--- src/design/ptrib_pkg.sv ---
`timescale 1ns / 1ps

package ptrib_pkg;

  // Fixed-point formats
  localparam int unsigned FRACTION_BITS = 16;
  localparam int unsigned ANGLE_BITS    = 30;   // CORDIC angle accumulator, Q2.30
  localparam int unsigned PRESCALE_BITS = 24;
  localparam int unsigned CORDIC_STEPS  = 30;
  localparam int unsigned SQRT_STEPS    = 32;   // one result bit per cell

  localparam int unsigned CW = 62;              // CORDIC x/y width
  localparam int unsigned ZW = 34;              // CORDIC angle width
  localparam int unsigned ROUND_SHIFT = ANGLE_BITS - FRACTION_BITS;
  localparam int unsigned AW = ZW - ROUND_SHIFT;  // rounded angle width
  localparam int unsigned NW = 22;              // signed bin numerator
  localparam int unsigned QW = NW - 1;          // quotient bits, one per divide cell
  localparam int unsigned DW = 20;              // bin divisor (twice the step)

  localparam logic signed [ZW-1:0] HALF_PI_Q30 = 34'sd1686629713;
  localparam logic signed [ZW-1:0] ROUND_HALF  = ZW'(2 ** (ROUND_SHIFT - 1));

  localparam logic signed [ZW-1:0] ATAN_TAB [CORDIC_STEPS] = '{
    34'sd843314856, 34'sd497837829, 34'sd263043836, 34'sd133525158, 34'sd67021686,
    34'sd33543515,  34'sd16775850,  34'sd8388437,   34'sd4194282,   34'sd2097149,
    34'sd1048575,   34'sd524287,    34'sd262143,    34'sd131071,    34'sd65535,
    34'sd32767,     34'sd16383,     34'sd8191,      34'sd4095,      34'sd2047,
    34'sd1023,      34'sd511,       34'sd255,       34'sd127,       34'sd63,
    34'sd31,        34'sd15,        34'sd7,         34'sd3,         34'sd1
  };

  typedef enum logic [2:0] {
    CFG_VMIN  = 3'd0,
    CFG_VSTEP = 3'd1,
    CFG_HMIN  = 3'd2,
    CFG_HSTEP = 3'd3,
    CFG_RLOW  = 3'd4,
    CFG_RHIGH = 3'd5,
    CFG_ROWS  = 3'd6,
    CFG_COLS  = 3'd7
  } cfg_idx_e;

  typedef enum logic [1:0] {
    OUTCOME_WRITTEN    = 2'd0,
    OUTCOME_NOT_FINITE = 2'd1,
    OUTCOME_OFF_GRID   = 2'd2,
    OUTCOME_RANGE      = 2'd3
  } outcome_e;

  typedef struct packed {
    logic [63:0] rad;    // radicand bits still to be consumed, MSB first
    logic [33:0] rem;
    logic [31:0] root;
  } sqrt_t;

  typedef struct packed {
    logic signed [CW-1:0] x;
    logic signed [CW-1:0] y;
    logic signed [ZW-1:0] z;
    logic                 zero;  // atan2(0, 0)
  } cordic_t;

  typedef struct packed {
    logic [QW-1:0] num;
    logic [DW-1:0] rem;
    logic [QW-1:0] q;
    logic          ok;    // step nonzero and numerator nonnegative
  } div_t;

  typedef struct packed {
    logic        write_cell;
    logic [17:0] cell_index;
    logic [31:0] range_value;
    logic [1:0]  outcome;
  } result_t;

  // Quadrant pre-rotation so that x >= 0
  function automatic cordic_t cordic_pre(logic signed [CW-1:0] x, logic signed [CW-1:0] y,
                                         logic zero);
    cordic_t c;
    c.zero = zero;
    if (x < 0) begin
      if (y >= 0) begin
        c.x = y;
        c.y = -x;
        c.z = HALF_PI_Q30;
      end else begin
        c.x = -y;
        c.y = x;
        c.z = -HALF_PI_Q30;
      end
    end else begin
      c.x = x;
      c.y = y;
      c.z = '0;
    end
    return c;
  endfunction

  // Q2.30 to FRACTION_BITS, round half up
  function automatic logic signed [AW-1:0] angle_round(cordic_t c);
    logic signed [ZW-1:0] t;
    t = c.z + ROUND_HALF;
    return c.zero ? '0 : AW'(t >>> ROUND_SHIFT);
  endfunction

endpackage

--- src/design/ptrib_sqrt_cell.sv ---
`timescale 1ns / 1ps

module ptrib_sqrt_cell (
  input  logic              clk_i,
  input  logic              en_i,
  input  ptrib_pkg::sqrt_t  state_i,
  output ptrib_pkg::sqrt_t  state_o
);

  ptrib_pkg::sqrt_t state_d, state_q;
  logic [35:0] rem_sh;
  logic [35:0] trial;

  // one root bit: bring down two radicand bits, try root*4+1
  always_comb begin
    rem_sh  = {state_i.rem, state_i.rad[63:62]};
    trial   = {2'b00, state_i.root, 2'b01};
    state_d = state_i;
    state_d.rad = {state_i.rad[61:0], 2'b00};
    if (rem_sh >= trial) begin
      state_d.rem  = 34'(rem_sh - trial);
      state_d.root = {state_i.root[30:0], 1'b1};
    end else begin
      state_d.rem  = rem_sh[33:0];
      state_d.root = {state_i.root[30:0], 1'b0};
    end
  end

  always_ff @(posedge clk_i) begin
    if (en_i) begin
      state_q <= state_d;
    end
  end

  assign state_o = state_q;

endmodule

--- config.mk ---
export PLATFORM = sky130hd
export DESIGN_NAME = ptrib_sqrt_cell
export DESIGN_NICKNAME = d
export VERILOG_FILES = /design/src/design/ptrib_pkg.sv /design/src/design/ptrib_sqrt_cell.sv
export SDC_FILE = /design/constraint.sdc
export NUM_CORES = 1
export LEC_CHECK = 0
export ABC_AREA = 1
export BUFFER_PORTS_ARGS = -buffer_cell sky130_fd_sc_hd__buf_2
export CORE_MARGIN = 2
export CORE_UTILIZATION = 35
export DETAILED_ROUTE_END_ITERATION = 8
export GPL_TIMING_DRIVEN = 0
export PLACE_DENSITY = 0.7
export RECOVER_POWER = 100
export SLEW_MARGIN = 20
export SYNTH_ARGS = -nofsm -noshare
export SYNTH_HDL_FRONTEND = slang
export SYNTH_SLANG_ARGS = --single-unit
--- constraint.sdc ---
create_clock -name clk_i -period 1.95 [get_ports clk_i]
set_input_delay 0.2925 -clock clk_i [delete_from_list [all_inputs] [get_ports clk_i]]
set_output_delay 0.2925 -clock clk_i [all_outputs]
set_load 0.01 [all_outputs]
==> results.json <==
{
  "drtIter0Drc": 290,
  "hpwl_um": 15900,
  "ys_seq_area_frac": 0.557,
  "report.final.slew_viol_count": 0,
  "slew_headroom": 0.147,
  "fp.dieW_um": 144,
  "period_needed_ns": 1.83,
  "grt_usage": 0.187,
  "grt_max_degree": 82,
  "ys.warnings.count": 0,
  "drv_cap": 0,
  "htree_levels": 4,
  "power_density_nw_per_um2": 870,
  "postRouteWirelength_um": 20300,
  "ant_nets": 0,
  "ys_ff_latch": 128,
  "crit_chain": "buf_2 -> inv_1 -> ha_2 -> nand2_2 -> nor2_4 -> nand2_1 -> nor2_2 -> nand2_1 -> a21oi_2 -> nor2_1 -> nand2_4 -> inv_4 -> buf_6 -> nand2_1 -> nand2_1",
  "hp-class": "input pin to register",
  "critPathMaxFanout": 10,
  "synthMuxAreaShare": 0,
  "fin_area_sq_um": 9470,
  "cts.sinks": 128,
  "grt_pass1_wl_um": 29200,
  "clk_pin_slew_worst_paths_ns": 0.07,
  "cts_buffer_depth": 2,
  "layout-drive-gt1-share": 0.223,
  "syn_avg_cell_area_sq_um": 8.90,
  "tightest_slew_ns": 1.28,
  "avgRoutedWirePerCell_um": 15.1,
  "cts_buffers": 17,
  "syn_area_sq_um": 6900,
  "cts-root-buf": "clkbuf_16",
  "fin_crit_sh": 0.940,
  "syn_inst": 775,
  "via_count": 5943,
  "fin_nets": 1227,
  "io_buffers": 259,
  "required_ns": 2.11,
  "dr.pass1.iters": 5,
  "area_growth_pct": 37.3,
  "crit_path_end_kind": "register",
  "synthSimpleGateAreaFrac": 0.239,
  "cts_tree": "built",
  "synth_compound_area_frac": 0.0321,
  "synth_edf_count": 128,
  "startpoint_type": "input pin",
  "rows": 51,
  "crit_arrival_ns": 2.00,
  "avgViaCountPerCell": 4.44,
  "netlist.top_cell.by_area": "edfxtp_1",
  "grt_pass1_vias": 5700,
  "largest_reg_flops": 128,
  "die_area_sq_um": 20800,
  "synth_xor_area_frac": 0.0229,
  "synth-async-reset-ratio": 0,
  "worst_path_most_repeated_cell": "nand2_1",
  "synth_top_family_by_area": "simple AND/OR/NAND/NOR gates",
  "overflow": 0,
  "max_stage_delay_ns": 0.37,
  "slowest_stage": "ha_2",
  "finalPower_mw": 8.24,
  "peakVddDrop_uv": 579,
  "postPlaceCellArea_sq_um": 8560,
  "power.leakage_nw": 4.33,
  "drc": 0,
  "die_h_um": 144,
  "synthDistinctLibCells": 25,
  "fp.coreArea_sq_um": 19400,
  "start_util": 0.356,
  "path_class": "input pin to register",
  "synthTopCellsByArea": "edfxtp_1 56%, nand2_1 16%, inv_1 7.6%",
  "synth.top_cell.area_share": 0.557,
  "hold_violations": 0,
  "timing.setup.tns_ns": 0,
  "max_freq_ghz": 0.546,
  "status": "complete, no violations",
  "antenna_found_initial": 1,
  "finalSetupViolCount": 0,
  "pin_count": 262,
  "synthAdderAreaFrac": 0.0617,
  "synth_ff_type": "edfxtp_1",
  "routabilityCongestion": 0.882
}
## cell usage after synthesis (2+ instances only)
library cell / n
a21oi_1: 25
buf_6: 3
nand2_2: 2
o21bai_1: 3
nand2_1: 288
edfxtp_1: 128
and2_1: 3
xor2_1: 15
nand4_1: 6
nand3_1: 38
nor3_1: 3
nand3b_1: 4
buf_4: 5
inv_1: 139
o21ai_0: 13
nor2_2: 8
xnor2_1: 3
nor2_1: 49
ha_1: 34
## repair_timing
action | in CTS | in global routing
pin swaps | 2 | 4
setup buffers | 3 | 3
endpoints found under the setup margin | 31 | 35
gates resized for setup | 13 | 58
cloned | 0 | 0
hold buffers | 0 | 0
## critical path: cells and delay by family
| kind | cells | cell delay (ns) |
|---|---|---|
| AOI/OAI and AO/OA | 1 | 0.11 |
| adders and majority gates | 1 | 0.37 |
| buffers and inverters | 4 | 0.36 |
| and+or+nand+nor | 9 | 0.85 |
## through the flow
step | worst slack [ns] | utilization | std cells | hold slack, ns
3_5_place_dp | -0.626 | 0.441 | 1301 | 0.471
6_report | 0.117 | 0.488 | 1340 | 0.0436
3_3_place_gp | -0.870 | 0.440 | 1300 | 0.469
5_1_grt | -0.0420 | 0.488 | 1340 | 0.0161
4_1_cts | 0.00204 | 0.475 | 1336 | 0.0285
2_1_floorplan | 0.00535 | - | 776 | 0.391
## cells by family (layout without fill, tap and decap cells)
| family | Yosys count | in the layout |
|---|---|---|
| AOI/OAI and AO/OA | 42 | 42 |
| xor gates and xnor gates | 18 | 18 |
| adders and majority gates | 34 | 34 |
| buffers and inverters | 148 | 446 |
| DFF | 128 | 128 |
| other | 1 | 3 |
| and+or+nand+nor | 404 | 404 |
## layout make-up
class,instances,area (sq um)
tap,265,332
timing repair buffer,266,1190
sequential,128,3840
inverter,140,528
antenna,1,2.50
clock buffer,18,429
clock inverter,14,145
buffer,8,82.6
fill,1955,9930
multi-input combinational,500,2920
## worst paths after layout
path / from / end / slack (ns) / cells after the start
hold / removal: state_i[80] / state_o[82]$_DFFE_PP_ / 0.04 / 1
setup / recovery: state_i[22] / state_o[52]$_DFFE_PP_ / 0.12 / 15
## placed cells by master (no fill, tap or decap), drive strengths merged
| cell | n |
|---|---|
| a21oi | 26 |
| and2 | 3 |
| buf | 138 |
| bufinv | 1 |
| clkbuf | 154 |
| clkinv | 1 |
| clkinvlp | 3 |
| conb | 2 |
| diode | 1 |
| edfxtp | 128 |
| ha | 34 |
| inv | 149 |
| nand2 | 291 |
| nand3 | 39 |
| nand3b | 4 |
| nand4 | 6 |
| nor2 | 57 |
| nor3 | 3 |
| o21ai | 13 |
| o21bai | 3 |
| or2 | 1 |
| xnor2 | 3 |
| xor2 | 15 |
## routing by layer
metal / wire length [um] / track usage
met3: 1580 / 0.0513
met4: 143 / 0.0491
met2: 9860 / 0.319
met1: 8700 / 0.234
met5: 0 / 0
## power by group
group / switching [mW] / internal, mW / total, mW
Combinational: 1.04 / 0.638 / 1.68
Sequential: 0.0674 / 3.36 / 3.43
Clock: 1.33 / 1.80 / 3.13
Note: power is estimated with default switching activity, not from simulation.
