===== config.mk =====
export PLATFORM = sky130hd
export DESIGN_NAME = ptrib_cordic_cell
export DESIGN_NICKNAME = d
export VERILOG_FILES = /design/src/design/ptrib_pkg.sv /design/src/design/ptrib_cordic_cell.sv
export SDC_FILE = /design/constraint.sdc
export NUM_CORES = 1
export LEC_CHECK = 0
export CAP_MARGIN = 20
export CORE_AREA = 2 2 216 218
export DETAILED_ROUTE_END_ITERATION = 8
export DIE_AREA = 0 0 218 220
export DONT_BUFFER_PORTS = 1
export PLACE_DENSITY_LB_ADDON = 0.15
export REMOVE_ABC_BUFFERS = 1
export SLEW_MARGIN = 20
export SYNTH_ARGS = -nofsm -noshare
export SYNTH_HDL_FRONTEND = slang
export SYNTH_SLANG_ARGS = --single-unit

===== constraint.sdc =====
create_clock -name clk_i -period 8.3 [get_ports clk_i]
set_clock_uncertainty 0.05 [all_clocks]
set_input_delay 1.66 -clock clk_i [delete_from_list [all_inputs] [get_ports clk_i]]
set_output_delay 1.66 -clock clk_i [all_outputs]
set_load 0.03 [all_outputs]

===== src/design/ptrib_pkg.sv =====
`timescale 1ns / 1ps

package ptrib_pkg;

  // Fixed-point formats
  localparam int unsigned FRACTION_BITS = 16;
  localparam int unsigned ANGLE_BITS    = 30;   // CORDIC angle accumulator, Q2.30
  localparam int unsigned PRESCALE_BITS = 24;
  localparam int unsigned CORDIC_STEPS  = 30;
  localparam int unsigned SQRT_STEPS    = 32;   // one result bit per cell

  localparam int unsigned CW = 62;              // CORDIC x/y width
  localparam int unsigned ZW = 34;              // CORDIC angle width
  localparam int unsigned ROUND_SHIFT = ANGLE_BITS - FRACTION_BITS;
  localparam int unsigned AW = ZW - ROUND_SHIFT;  // rounded angle width
  localparam int unsigned NW = 22;              // signed bin numerator
  localparam int unsigned QW = NW - 1;          // quotient bits, one per divide cell
  localparam int unsigned DW = 20;              // bin divisor (twice the step)

  localparam logic signed [ZW-1:0] HALF_PI_Q30 = 34'sd1686629713;
  localparam logic signed [ZW-1:0] ROUND_HALF  = ZW'(2 ** (ROUND_SHIFT - 1));

  localparam logic signed [ZW-1:0] ATAN_TAB [CORDIC_STEPS] = '{
    34'sd843314856, 34'sd497837829, 34'sd263043836, 34'sd133525158, 34'sd67021686,
    34'sd33543515,  34'sd16775850,  34'sd8388437,   34'sd4194282,   34'sd2097149,
    34'sd1048575,   34'sd524287,    34'sd262143,    34'sd131071,    34'sd65535,
    34'sd32767,     34'sd16383,     34'sd8191,      34'sd4095,      34'sd2047,
    34'sd1023,      34'sd511,       34'sd255,       34'sd127,       34'sd63,
    34'sd31,        34'sd15,        34'sd7,         34'sd3,         34'sd1
  };

  typedef enum logic [2:0] {
    CFG_VMIN  = 3'd0,
    CFG_VSTEP = 3'd1,
    CFG_HMIN  = 3'd2,
    CFG_HSTEP = 3'd3,
    CFG_RLOW  = 3'd4,
    CFG_RHIGH = 3'd5,
    CFG_ROWS  = 3'd6,
    CFG_COLS  = 3'd7
  } cfg_idx_e;

  typedef enum logic [1:0] {
    OUTCOME_WRITTEN    = 2'd0,
    OUTCOME_NOT_FINITE = 2'd1,
    OUTCOME_OFF_GRID   = 2'd2,
    OUTCOME_RANGE      = 2'd3
  } outcome_e;

  typedef struct packed {
    logic [63:0] rad;    // radicand bits still to be consumed, MSB first
    logic [33:0] rem;
    logic [31:0] root;
  } sqrt_t;

  typedef struct packed {
    logic signed [CW-1:0] x;
    logic signed [CW-1:0] y;
    logic signed [ZW-1:0] z;
    logic                 zero;  // atan2(0, 0)
  } cordic_t;

  typedef struct packed {
    logic [QW-1:0] num;
    logic [DW-1:0] rem;
    logic [QW-1:0] q;
    logic          ok;    // step nonzero and numerator nonnegative
  } div_t;

  typedef struct packed {
    logic        write_cell;
    logic [17:0] cell_index;
    logic [31:0] range_value;
    logic [1:0]  outcome;
  } result_t;

  // Quadrant pre-rotation so that x >= 0
  function automatic cordic_t cordic_pre(logic signed [CW-1:0] x, logic signed [CW-1:0] y,
                                         logic zero);
    cordic_t c;
    c.zero = zero;
    if (x < 0) begin
      if (y >= 0) begin
        c.x = y;
        c.y = -x;
        c.z = HALF_PI_Q30;
      end else begin
        c.x = -y;
        c.y = x;
        c.z = -HALF_PI_Q30;
      end
    end else begin
      c.x = x;
      c.y = y;
      c.z = '0;
    end
    return c;
  endfunction

  // Q2.30 to FRACTION_BITS, round half up
  function automatic logic signed [AW-1:0] angle_round(cordic_t c);
    logic signed [ZW-1:0] t;
    t = c.z + ROUND_HALF;
    return c.zero ? '0 : AW'(t >>> ROUND_SHIFT);
  endfunction

endpackage


===== src/design/ptrib_cordic_cell.sv =====
`timescale 1ns / 1ps

module ptrib_cordic_cell #(
  parameter int unsigned STEP = 0
) (
  input  logic               clk_i,
  input  logic               en_i,
  input  ptrib_pkg::cordic_t state_i,
  output ptrib_pkg::cordic_t state_o
);

  localparam logic signed [ptrib_pkg::ZW-1:0] ANG = ptrib_pkg::ATAN_TAB[STEP];

  ptrib_pkg::cordic_t state_d, state_q;
  logic signed [ptrib_pkg::CW-1:0] dx, dy;

  // vectoring step: rotate toward y = 0
  always_comb begin
    dx = state_i.y >>> STEP;
    dy = state_i.x >>> STEP;
    state_d = state_i;
    if (state_i.y > 0) begin
      state_d.x = state_i.x + dx;
      state_d.y = state_i.y - dy;
      state_d.z = state_i.z + ANG;
    end else begin
      state_d.x = state_i.x - dx;
      state_d.y = state_i.y + dy;
      state_d.z = state_i.z - ANG;
    end
  end

  always_ff @(posedge clk_i) begin
    if (en_i) begin
      state_q <= state_d;
    end
  end

  assign state_o = state_q;

endmodule


==> summary.txt <==
Detailed routing
  – Routed length per instance: 26.0 um
  – Routed vias: 17,100
  – DR vias/cell: 6.16
  – DRT antenna net count: 0
  – Initial DRC Count: 1,871
  – Remaining DRCs: 0
  – Pre-antenna DRT Iters: 5
  – Routed WL: 72.1 mm

Final layout
  – Share of cells above drive strength 1: 3.42%
  – Finished Cell Area: 0.0190 sq mm
  – # nets final: 2,529
  – Largest register FFs: 158
  – # fillers: 4,710
  – Multi-input gate area: 0.0122 sq mm
  – Reg area: 0.00474 sq mm
  – Area Overhead vs Synth: 5.22%
  – Final core utilization: 41.4%
  – Fin cells: 2,772
  – Inserted Diodes: 0

Status
  – Status: completed

Clocking
  – CTS Hold Bufs: 0
  – Sink Count: 158
  – Clock Path Buffers: 2
  – Htree depth: 4
  – Post-CTS Setup Inserts: 0
  – Clk root buf: clkbuf_16
  – PostCTS Resize Cnt: 0
  – CTS Buf Count: 17
  – Clock transition at path regs: 0.07 ns
  – CTS tree: done

Yosys
  – Netlist cell types: 86
  – Syn Area/Cell: 8.12 sq um
  – FFs w/ async S/R, synth: 0%
  – Yosys reg bits: 158
  – Mapped Area: 0.0180 sq mm
  – Post-synth top flop: edfxtp_1
  – Synthesis Warnings: 0
  – Mapped Cells: 2,221
  – Seq/Total Area, Yosys: 26.3%
  – EDFF count, synth: 158

Die
  – I/O pin count: 320
  – Placement row count: 79
  – Core Area: 0.0459 sq mm
  – Die span in x: 218 um
  – Initial core utilization: 39.3%
  – Die height: 220 um
  – Die area: 0.0480 sq mm

Timing
  – Fin. max-slew vios: 0
  – Post-Route Setup TNS: 0 ns
  – Slew @ Worst Pin: 1.11 ns
  – Final setup fails: 0
  – Final setup margin: 1.82 ns
  – Max Clk Rate: 0.154 GHz
  – RSZ-0062 raised after global routing: false
  – Final Hold Viols: 0
  – Slew HR: 25.6%
  – Final worst path period share: 78.1%
  – Post-layout minimum cycle time: 6.48 ns

GRT
  – Vias in the first global route: 16,400
  – Initial antenna violation count: 1
  – Largest net degree at the start of global routing: 159
  – First-pass GRT wire length: 105 mm
  – Total track usage: 29.5%
  – Gr ovfl total: 0

Placement
  – Global placement routability congestion: 0.992
  – Hpwl dp: 58.4 mm
  – Post-Place Cells: 2,740
  – Pre-CTS worst setup slack: 1.47 ns
  – Number of buffers added on ports: 0
  – Cell Area, Placed: 0.0184 sq mm

Critical path
  – Required @ worst endpoint: 8.49 ns
  – Worst setup SP type: primary input
  – Worst Setup End Kind: register
  – Critical Path Fanout Max: 56
  – WP data arrival: 6.67 ns
  – Worst setup path category: in2reg

Power and ir drop
  – P_leak: 0.00760 uW
  – Peak supply drop: 138 uV
  – Pwr per Cell Area: 174 mW/mm^2

Min path
  – HP Class: in2reg
  – Hold Path Stages: 0

Run
  – Max cap viols: 0
## metrics by stage
stage               power (uW)  hold WS, ns
floorplan                 2170         1.71
global route              3450         1.18
CTS                       3310         1.17
finish                    3300         1.21
global placement          2540         1.71
detailed placement        2530         1.71
## layout by cell type, fill, tap and decap left out, drive strengths merged, types with 7 or more instances in the layout
| cell | netlist | routed |
|---|---|---|
| a21oi | 303 | 303 |
| ha | 212 | 212 |
| inv | 190 | 196 |
| nor2 | 187 | 187 |
| o21ai | 165 | 165 |
| edfxtp | 158 | 158 |
| nand2 | 129 | 129 |
| xnor2 | 123 | 123 |
| a21o | 62 | 62 |
| o21bai | 55 | 55 |
| nand4 | 45 | 45 |
| nand3 | 42 | 42 |
| nor4 | 41 | 41 |
| nor3 | 33 | 33 |
| o31ai | 30 | 30 |
| a211oi | 30 | 30 |
| a31oi | 24 | 24 |
| mux2i | 24 | 24 |
| o211ai | 24 | 24 |
| nor2b | 23 | 23 |
| o21a | 20 | 20 |
| xor2 | 20 | 20 |
| nand2b | 18 | 18 |
| clkbuf | 44 | 17 |
| a21boi | 17 | 17 |
| clkinv | 7 | 14 |
| or3 | 10 | 10 |
| and4 | 10 | 10 |
| or2 | 9 | 9 |
| and2 | 8 | 8 |
| o2111ai | 8 | 8 |
| a221oi | 8 | 8 |
| a311oi | 7 | 7 |
| o311ai | 7 | 7 |
## cell type report
class / instances / share of cell area (%)
Clock inverter: 15 / 0.587
Multi-Input combinational cell: 1774 / 64.1
Sequential cell: 158 / 25.0
Timing Repair Buffer: 4 / 0.158
Tap cell: 607 / 4.00
Inverter: 197 / 3.91
Clock buffer: 17 / 2.24
## kinds of logic after synthesis
kind of cell,count (synthesis),share of synthesized area (%)
flops,158,26.3
compound gates,812,28.3
mux,24,1.33
simple gates,579,15.6
fa+ha+maj,216,15.2
buf+inv,289,6.36
xor+xnor,143,6.95
## cells in the mapped netlist (31+ instances only)
library cell | count | area [sq um]
clkbuf_1 | 44 | 165
nor4_1 | 41 | 257
a21oi_1 | 299 | 1500
xnor2_1 | 123 | 1080
nand2_1 | 129 | 484
nand3_1 | 42 | 210
ha_1 | 212 | 2650
nor2_1 | 186 | 698
o21ai_0 | 159 | 796
inv_1 | 186 | 698
a21o_1 | 62 | 465
nor3_1 | 31 | 155
o21bai_1 | 55 | 413
edfxtp_1 | 158 | 4740
nand4_1 | 44 | 275
## metal layers
layer / track usage, % / vias to the layer above / wire, um / share of wire, %
met5: 0 / - / 13 / 0.018
met4: 12.2 / 2 / 2860 / 4.0
met3: 6.03 / 121 / 4990 / 6.9
met2: 48.6 / 754 / 33700 / 47
met1: 37.5 / 8191 / 30500 / 42
li1: - / 8005 / - / -
## power breakdown
part	leakage (uW)	switching, uW	total (uW)	internal (uW)
Clock	0.000260	371	754	384
Sequential	0.00155	334	1410	1080
Combinational	0.00579	750	1140	386
## worst max-delay path: stages
cell and delay, ns:
nor4_2 0.83, nand4_1 0.18, nor2_1 0.35, a21o_4 0.65
inv_4 0.24, ha_1 0.40, nor2b_1 0.15, o21ai_0 0.23
a21boi_0 0.19, o31ai_1 0.49, a21boi_0 0.29, o21a_1 0.27
a21o_1 0.20, a31o_2 0.24, a21oi_1 0.17, xnor2_1 0.09
## path summary, 6_finish.rpt
path | from | to | slack [ns]
setup / recovery | state_i[52] | state_o[28]$_DFFE_PP_ | 1.82
hold / removal | state_i[0] | state_o[0]$_DFFE_PP_ | 1.21
Note: power is estimated with default switching activity, not from simulation.
