<file path="src/design/ptrib_pkg.sv">
`timescale 1ns / 1ps

package ptrib_pkg;

  // Fixed-point formats
  localparam int unsigned FRACTION_BITS = 16;
  localparam int unsigned ANGLE_BITS    = 30;   // CORDIC angle accumulator, Q2.30
  localparam int unsigned PRESCALE_BITS = 24;
  localparam int unsigned CORDIC_STEPS  = 30;
  localparam int unsigned SQRT_STEPS    = 32;   // one result bit per cell

  localparam int unsigned CW = 62;              // CORDIC x/y width
  localparam int unsigned ZW = 34;              // CORDIC angle width
  localparam int unsigned ROUND_SHIFT = ANGLE_BITS - FRACTION_BITS;
  localparam int unsigned AW = ZW - ROUND_SHIFT;  // rounded angle width
  localparam int unsigned NW = 22;              // signed bin numerator
  localparam int unsigned QW = NW - 1;          // quotient bits, one per divide cell
  localparam int unsigned DW = 20;              // bin divisor (twice the step)

  localparam logic signed [ZW-1:0] HALF_PI_Q30 = 34'sd1686629713;
  localparam logic signed [ZW-1:0] ROUND_HALF  = ZW'(2 ** (ROUND_SHIFT - 1));

  localparam logic signed [ZW-1:0] ATAN_TAB [CORDIC_STEPS] = '{
    34'sd843314856, 34'sd497837829, 34'sd263043836, 34'sd133525158, 34'sd67021686,
    34'sd33543515,  34'sd16775850,  34'sd8388437,   34'sd4194282,   34'sd2097149,
    34'sd1048575,   34'sd524287,    34'sd262143,    34'sd131071,    34'sd65535,
    34'sd32767,     34'sd16383,     34'sd8191,      34'sd4095,      34'sd2047,
    34'sd1023,      34'sd511,       34'sd255,       34'sd127,       34'sd63,
    34'sd31,        34'sd15,        34'sd7,         34'sd3,         34'sd1
  };

  typedef enum logic [2:0] {
    CFG_VMIN  = 3'd0,
    CFG_VSTEP = 3'd1,
    CFG_HMIN  = 3'd2,
    CFG_HSTEP = 3'd3,
    CFG_RLOW  = 3'd4,
    CFG_RHIGH = 3'd5,
    CFG_ROWS  = 3'd6,
    CFG_COLS  = 3'd7
  } cfg_idx_e;

  typedef enum logic [1:0] {
    OUTCOME_WRITTEN    = 2'd0,
    OUTCOME_NOT_FINITE = 2'd1,
    OUTCOME_OFF_GRID   = 2'd2,
    OUTCOME_RANGE      = 2'd3
  } outcome_e;

  typedef struct packed {
    logic [63:0] rad;    // radicand bits still to be consumed, MSB first
    logic [33:0] rem;
    logic [31:0] root;
  } sqrt_t;

  typedef struct packed {
    logic signed [CW-1:0] x;
    logic signed [CW-1:0] y;
    logic signed [ZW-1:0] z;
    logic                 zero;  // atan2(0, 0)
  } cordic_t;

  typedef struct packed {
    logic [QW-1:0] num;
    logic [DW-1:0] rem;
    logic [QW-1:0] q;
    logic          ok;    // step nonzero and numerator nonnegative
  } div_t;

  typedef struct packed {
    logic        write_cell;
    logic [17:0] cell_index;
    logic [31:0] range_value;
    logic [1:0]  outcome;
  } result_t;

  // Quadrant pre-rotation so that x >= 0
  function automatic cordic_t cordic_pre(logic signed [CW-1:0] x, logic signed [CW-1:0] y,
                                         logic zero);
    cordic_t c;
    c.zero = zero;
    if (x < 0) begin
      if (y >= 0) begin
        c.x = y;
        c.y = -x;
        c.z = HALF_PI_Q30;
      end else begin
        c.x = -y;
        c.y = x;
        c.z = -HALF_PI_Q30;
      end
    end else begin
      c.x = x;
      c.y = y;
      c.z = '0;
    end
    return c;
  endfunction

  // Q2.30 to FRACTION_BITS, round half up
  function automatic logic signed [AW-1:0] angle_round(cordic_t c);
    logic signed [ZW-1:0] t;
    t = c.z + ROUND_HALF;
    return c.zero ? '0 : AW'(t >>> ROUND_SHIFT);
  endfunction

endpackage

</file>
<file path="src/design/ptrib_div_cell.sv">
`timescale 1ns / 1ps

module ptrib_div_cell (
  input  logic                    clk_i,
  input  logic                    en_i,
  input  logic [ptrib_pkg::DW-1:0] divisor_i,
  input  ptrib_pkg::div_t         state_i,
  output ptrib_pkg::div_t         state_o
);

  ptrib_pkg::div_t state_d, state_q;
  logic [ptrib_pkg::DW:0] rem_sh;

  // restoring division, one quotient bit
  always_comb begin
    rem_sh  = {state_i.rem, state_i.num[ptrib_pkg::QW-1]};
    state_d = state_i;
    state_d.num = {state_i.num[ptrib_pkg::QW-2:0], 1'b0};
    if (rem_sh >= {1'b0, divisor_i}) begin
      state_d.rem = ptrib_pkg::DW'(rem_sh - {1'b0, divisor_i});
      state_d.q   = {state_i.q[ptrib_pkg::QW-2:0], 1'b1};
    end else begin
      state_d.rem = rem_sh[ptrib_pkg::DW-1:0];
      state_d.q   = {state_i.q[ptrib_pkg::QW-2:0], 1'b0};
    end
  end

  always_ff @(posedge clk_i) begin
    if (en_i) begin
      state_q <= state_d;
    end
  end

  assign state_o = state_q;

endmodule

</file>
<file path="config.mk">
export PLATFORM = sky130hd
export DESIGN_NAME = ptrib_div_cell
export DESIGN_NICKNAME = d
export VERILOG_FILES = /design/src/design/ptrib_pkg.sv /design/src/design/ptrib_div_cell.sv
export SDC_FILE = /design/constraint.sdc
export NUM_CORES = 1
export LEC_CHECK = 0
export ABC_AREA = 1
export BUFFER_PORTS_ARGS = -buffer_cell sky130_fd_sc_hd__buf_2
export CAP_MARGIN = 20
export CORE_MARGIN = 2
export CORE_UTILIZATION = 48
export DETAILED_ROUTE_END_ITERATION = 7
export PLACE_DENSITY = 0.84
export SKIP_CTS_REPAIR_TIMING = 1
export SLEW_MARGIN = 0
export SYNTH_ARGS = -nofsm -noshare
export SYNTH_HDL_FRONTEND = slang
export SYNTH_SLANG_ARGS = --single-unit
</file>
<file path="constraint.sdc">
create_clock -name clk_i -period 1.8 [get_ports clk_i]
set_input_delay 0.09 -clock clk_i [delete_from_list [all_inputs] [get_ports clk_i]]
set_output_delay 0.09 -clock clk_i [all_outputs]
set_load 0.02 [all_outputs]
</file>
==> results of run 1 <==
routing by layer:
layer  vias to the layer above  global-route usage (%)
li1                       1726                       -
met1                      1558                    24.4
met2                       133                    41.7
met3                        15                    5.72
met4                         0                    6.11
met5                         -                       0
worst min-delay path by stage:
stage	from	endpoint	slack, ps	cells after the start
6_report	state_i[25]	state_o[26]$_DFFE_PP_	20	3
5_1_grt	state_i[27]	state_o[28]$_DFFE_PP_	30	3
4_1_cts	state_i[55]	state_o[56]$_DFFE_PP_	-90	1
3_5_place_dp	state_i[43]	state_o[44]$_DFFE_PP_	270	1
3_3_place_gp	state_i[8]	state_o[9]$_DFFE_PP_	270	1
2_1_floorplan	state_i[0]	state_o[0]$_DFFE_PP_	190	0
synthesized netlist by cell type, drive strengths merged:
cell type / number / area (um^2)
buf: 4 / 33.8
nand2: 150 / 586
ha: 20 / 250
a21oi: 14 / 73.8
nor3: 3 / 20.0
edfxtp: 62 / 1860
fa: 1 / 20.0
nand3: 27 / 140
inv: 68 / 255
o21bai: 2 / 15.0
xnor2: 1 / 8.76
nand4: 1 / 6.26
o21ai: 3 / 15.0
nor2: 27 / 104
nand3b: 5 / 37.5
xor2: 8 / 70.1
o21a: 1 / 7.51
conb: 1 / 3.75
cell usage in the layout (no fill, tap or decap), types with 2 or more instances in the layout:
cell,Yosys,layout
ha_1,20,20
xor2_1,8,8
dlygate4sd3_1,0,41
nand3b_1,5,5
clkinv_2,0,2
inv_1,67,67
nand3_1,26,26
nand2_2,6,6
o21ai_0,3,3
bufinv_16,0,2
nor3_1,2,2
clkbuf_8,0,9
buf_4,3,31
buf_2,0,145
a21oi_1,13,13
nor2_1,26,26
edfxtp_1,62,62
o21bai_1,2,2
nand2_1,143,143
kinds of logic after synthesis:
kind of cell / Yosys count
AO/OA/AOI/OAI: 20
adder cells (fa/ha/maj): 21
AND/OR/NAND/NOR: 213
other: 1
XOR/XNOR: 9
buffers and inverters: 72
flip-flops: 62
per-stage QoR:
step | utilization [%] | std cells | instance area (um^2) | TNS, ps | hold WS, ps
finish | 72.5 | 727 | 5200 | 0 | 22.6
global route | 72.5 | 727 | 5200 | 0 | 27.7
detailed placement | 63.8 | 670 | 4580 | -1190 | 268
floorplan | - | 398 | 3510 | 0 | 189
global placement | 63.8 | 670 | 4580 | -701 | 267
CTS | 66.8 | 686 | 4790 | 0 | -86.5
worst max-delay path, cell delays in order:
cell and delay (ps):
buf_2 100, ha_1 220, fa_1 390, inv_1 100, nand3_1 80, nand3_1 110
nand2_1 60, nand2_1 160, nand2_1 110, nand2_1 70, nand2_1 50, nand3_1 80
nand2_1 50
power groups by stage:
stage | Clock, uW | Combinational [uW] | Sequential, uW
after floorplan | 0 | 446 | 2030
after global placement | 0 | 1080 | 1830
after detailed placement | 0 | 1100 | 1840
after CTS | 1370 | 1110 | 1810
after global routing | 1440 | 1310 | 1820
final | 1380 | 1190 | 1810
final cells by class:
type | count | area, um^2
Timing Repair Buffer | 218 | 1390
Clock buffer | 10 | 128
Clock inverter | 6 | 86.3
Fill cell | 514 | 1970
Multi-Input combinational cell | 264 | 1360
Sequential cell | 62 | 1860
Tap cell | 99 | 124
Inverter | 68 | 255
==> results.tsv, run 1 <==
stage	metric	value	unit
status	outcome	completed	
flow_run	Max Cap Violations	0	
yosys	FF+latch count, synth	62	
routing	Met2 Wirelength	5150	um
global_route	largest net degree at the start of global routing	63	
power	Switching Share	30.5	%
final_layout	share of cells above drive strength 1	32.5	%
placement	IO buf count	145	
timing	RSZ-0062 raised after global routing	no	
routing	Final ANT Viol Nets	0	
clock_tree	TritonCTS buffer count	9	
routing	Post-Route M1 WL	4090	um
timing	final period utilization	85.5	%
worst_hold_path	Hold Path Class	in2reg	
placement	DPL Wire Length	6920	um
placement	Place WS	-105	ps
power	Int Pwr	3040	uW
final_layout	Nets	729	
global_route	number of global-route vias before repair	3101	
placement	GPL Wtd Cong	0.867	
clock_tree	clock tree buffer depth	2	
setup_path	Worst Setup End Kind	flip-flop	
power	Power Dens Cells	840	mW/mm^2
yosys	Compound-Gate Fraction of Synth Area	3.17	%
global_route	initial antenna violation count	0	
yosys	largest family of logic cells by synthesized area	simple AND/OR/NAND/NOR gates	
yosys	mux cell area share after synthesis	0	%
timing	Final Max Tran Viols	0	
power	NetSw	1330	uW
setup_path	crit path to	state_o[38]$_DFFE_PP_	
routing	drt drc	0	
setup_path	CP startpoint kind	input port	
yosys	syn nets	504	
routing	DR WL met3	814	um
routing	routed len/inst	14.1	um
yosys	Mapped Avg Cell Area	8.81	um^2
routing	DRT iter0 DRCs	194	
power	Reg power frac	41.4	%
yosys	synthesized area	0.00351	mm^2
yosys	Post-Synth Simple-Gate Area	25.5	%
die	Ports	148	
yosys	count of cell types in the netlist	26	
power	Clock power frac	31.5	%
final_layout	area delta synth->final	48.3	%
setup_path	Worst Path Required	1910	ps
clock_tree	H-Tree Depth	3	
clock_tree	root buf cell	clkbuf_8	
die	full die area	0.00801	mm^2
setup_path	critical path class	in2reg	
timing	Hold Vio Cnt, Final	0	
final_layout	max reg flops	62	
die	core box area	0.00718	mm^2
routing	highest metal used	met4	
routing	drt pass-1 iters	4	
yosys	xor/xnor cell area share of the yosys netlist	2.25	%
routing	Avg Vias per Cell	4.72	
die	starting density of the core	48.9	%
timing	Final Worst Setup Slack	261	ps
routing	Routed WL	10200	um
clock_tree	TritonCTS clock tree	done	
yosys	post-synthesis sequential area ratio	53.1	%
clock_tree	CTS Sinks	62	
routing	Via Count	3432	
yosys	Post-Synth Adder-Cell Area	7.70	%
setup_path	CP arrival	1650	ps
die	DIE WIDTH	89.5	um
global_route	total global routing overflow	0	
power	Final Power	4370	uW
timing	Max Clock Freq	0.650	GHz
timing	# setup viols final	0	
die	Die Y	89.5	um
global_route	first-pass GRT wire length	13400	um
die	Std-Cell Rows	31	
setup_path	worst-path maximum fanout	3	
yosys	Gate Count Post-Synth	398	
power	Logic pwr share	27.1	%
setup_path	Critical Path Start	divisor_i[0]	
global_route	overall routing resource usage	22.1	%
clock_tree	CTS clk-pin slew, worst paths	80	ps
yosys	Synth warnings	0	
power	Peak VDD IR	0.390	mV
power	leakage	0.00270	uW
timing	fin crit period	1540	ps
final_layout	Ant. Diodes	0	
Power figures use the tool's default switching activity.
==> run 2, diff against run 1 <==
Settings changed: CORE_UTILIZATION 48 to 44, PLACE_DENSITY 0.84 to 0.81.
Clock period 1.8 ns to 1.4 ns, I/O delays scaled along.
==> results.tsv, run 2 (same netlist as run 1, synthesis figures left out) <==
stage	metric	value	unit	change
timing	RSZ-0062 raised after global routing	yes		
final_layout	max reg flops	62		unchanged
die	full die area	0.00870	mm^2	+8.7%
die	DIE WIDTH	93.3	um	+4.2%
clock_tree	root buf cell	clkbuf_8		
setup_path	CP cell instances	buf_2 -> inv_4 -> ha_4 -> nand2_2 -> nand2_2 -> buf_4 -> a21oi_1 -> nand2_1 -> o21bai_1 -> nand2_1 -> nand2_4 -> nand2_2		
setup_path	worst stage delay on the critical path	260	ps	-130 ps
timing	Final Worst Setup Slack	-117	ps	-378 ps
final_layout	Nets	758		+4.0%
global_route	first-pass GRT wire length	15200	um	+13%
die	Ports	148		unchanged
routing	drt drc	0		unchanged
setup_path	worst-path maximum fanout	4		+1
setup_path	Worst path slowest cell	ha_4		
timing	Hold Slack	-9.40	ps	-32.0 ps
clock_tree	clock tree buffer depth	2		unchanged
power	Power Dens Cells	1000	mW/mm^2	+19%
clock_tree	CTS Sinks	62		unchanged
die	starting density of the core	45.4	%	-3.5 points
final_layout	Cell Count, Final, Fillers Out	758		+4.3%
final_layout	leading cell type in the layout, fill and taps excluded	buf_2		
final_layout	Ant. Diodes	0		unchanged
routing	Routed WL	13600	um	+33%
placement	DPL Wire Length	7730	um	+12%
status	failing checks	negative hold slack, negative setup slack		
die	Std-Cell Rows	32		+3.2%
routing	DRT iter0 DRCs	313		+61%
setup_path	Worst Path Required	1520	ps	-390 ps
clock_tree	TritonCTS clock tree	done		
timing	final period utilization	108	%	
final_layout	share of cells above drive strength 1	54.4	%	+22 points
global_route	initial antenna violation count	0		unchanged
global_route	number of global-route vias before repair	3322		+7.1%
die	core box area	0.00773	mm^2	+7.7%
global_route	total global routing overflow	0		unchanged
placement	placed insts	687		+2.5%
setup_path	Buf+Inv Stages, Crit Path	3		+1
timing	Final Max Tran Viols	0		unchanged
final_layout	commonest non-fill, non-tap cells in the layout	buf_2 (136), nand2_1 (90), edfxtp_1 (62)		
global_route	overall routing resource usage	22.6	%	+0.50 points
power	Peak VDD IR	0.646	mV	+66%
die	Die Y	93.3	um	+4.2%
setup_path	delay-heaviest family, CP	simple AND/OR/NAND/NOR gates		
worst_hold_path	Hold Path Class	in2reg		
clock_tree	CTS clk-pin slew, worst paths	80	ps	about the same
routing	routed len/inst	17.9	um	+27%
clock_tree	H-Tree Depth	3		unchanged
timing	Max Clock Freq	0.659	GHz	
routing	drt pass-1 iters	5		+1
clock_tree	TritonCTS buffer count	9		unchanged
flow_run	Max Cap Violations	0		unchanged
timing	Hold Vio Cnt, Final	1		+1
routing	Final ANT Viol Nets	0		unchanged
power	leakage	0.00301	uW	+12%
timing	# setup viols final	20		+20
timing	fin crit period	1520	ps	
placement	IO buf count	145		unchanged
setup_path	Worst Setup End Kind	flip-flop		
final_layout	area delta synth->final	77.2	%	
setup_path	CP startpoint kind	input port		
setup_path	CP dominant cell by count	nand2_2		
setup_path	CP arrival	1630	ps	-20 ps
routing	Via Count	3889		+13%
status	outcome	complete, but fails checks		
setup_path	critical path class	in2reg		
routing	Avg Vias per Cell	5.13		+8.7%
global_route	largest net degree at the start of global routing	63		unchanged
placement	GPL Wtd Cong	0.849		-2.1%
==> run 2: changes by cell type in the layout (fill, tap and decap cells not counted), sizes merged <==
cell,previous run,this run
inv,68,69
clkinvlp,1,0
clkinv,3,5
buf,177,202
clkbuf,10,11
==> run 2: stage by stage <==
| stage | instance area (um^2) | TNS [ps] | power (uW) | setup slack [ps] | util (%) |
|---|---|---|---|---|---|
| 2_1_floorplan | 3830 | -1100 | 3320 | -76.7 | - |
| 3_3_place_gp | 5020 | -6390 | 3950 | -326 | 65.0 |
| 3_5_place_dp | 5020 | -6660 | 3990 | -350 | 65.0 |
| 5_1_grt | 6220 | -1690 | 6450 | -183 | 80.5 |
| 4_1_cts | 5230 | -2.01 | 5660 | -2.01 | 67.6 |
| 6_report | 6220 | -617 | 6240 | -117 | 80.5 |
==> run 2: layer usage <==
layer | global-route usage, % | vias to the layer above | wire (um)
met1 | 26.2 | 1824 | 4900
met2 | 40.9 | 226 | 6930
li1 | - | 1783 | -
met4 | 6.50 | 0 | 590
met3 | 5.96 | 56 | 1170
met5 | 0 | - | 0
==> run 2: power by group <==
part / switching [uW] / internal, uW
Combinational: 1220 / 939
Sequential: 54.6 / 2270
Clock: 777 / 975
==> run 2: layout make-up <==
type,instances,area [um^2]
inverters,68,278
repair inverters,2,17.5
clock inverters,6,77.6
repair buffers,245,1710
clock buffers,9,124
fillers,416,1510
multi-input cells,264,2020
flip-flops and latches,62,1860
well taps,102,128
==> run 2: path summary, 6_finish.rpt <==
kind               endpoint           from  cells after the start  slack, ps
max   state_o[33]$_DFFE_PP_  divisor_i[10]                     12       -120
min   state_o[28]$_DFFE_PP_    state_i[27]                      3         -9
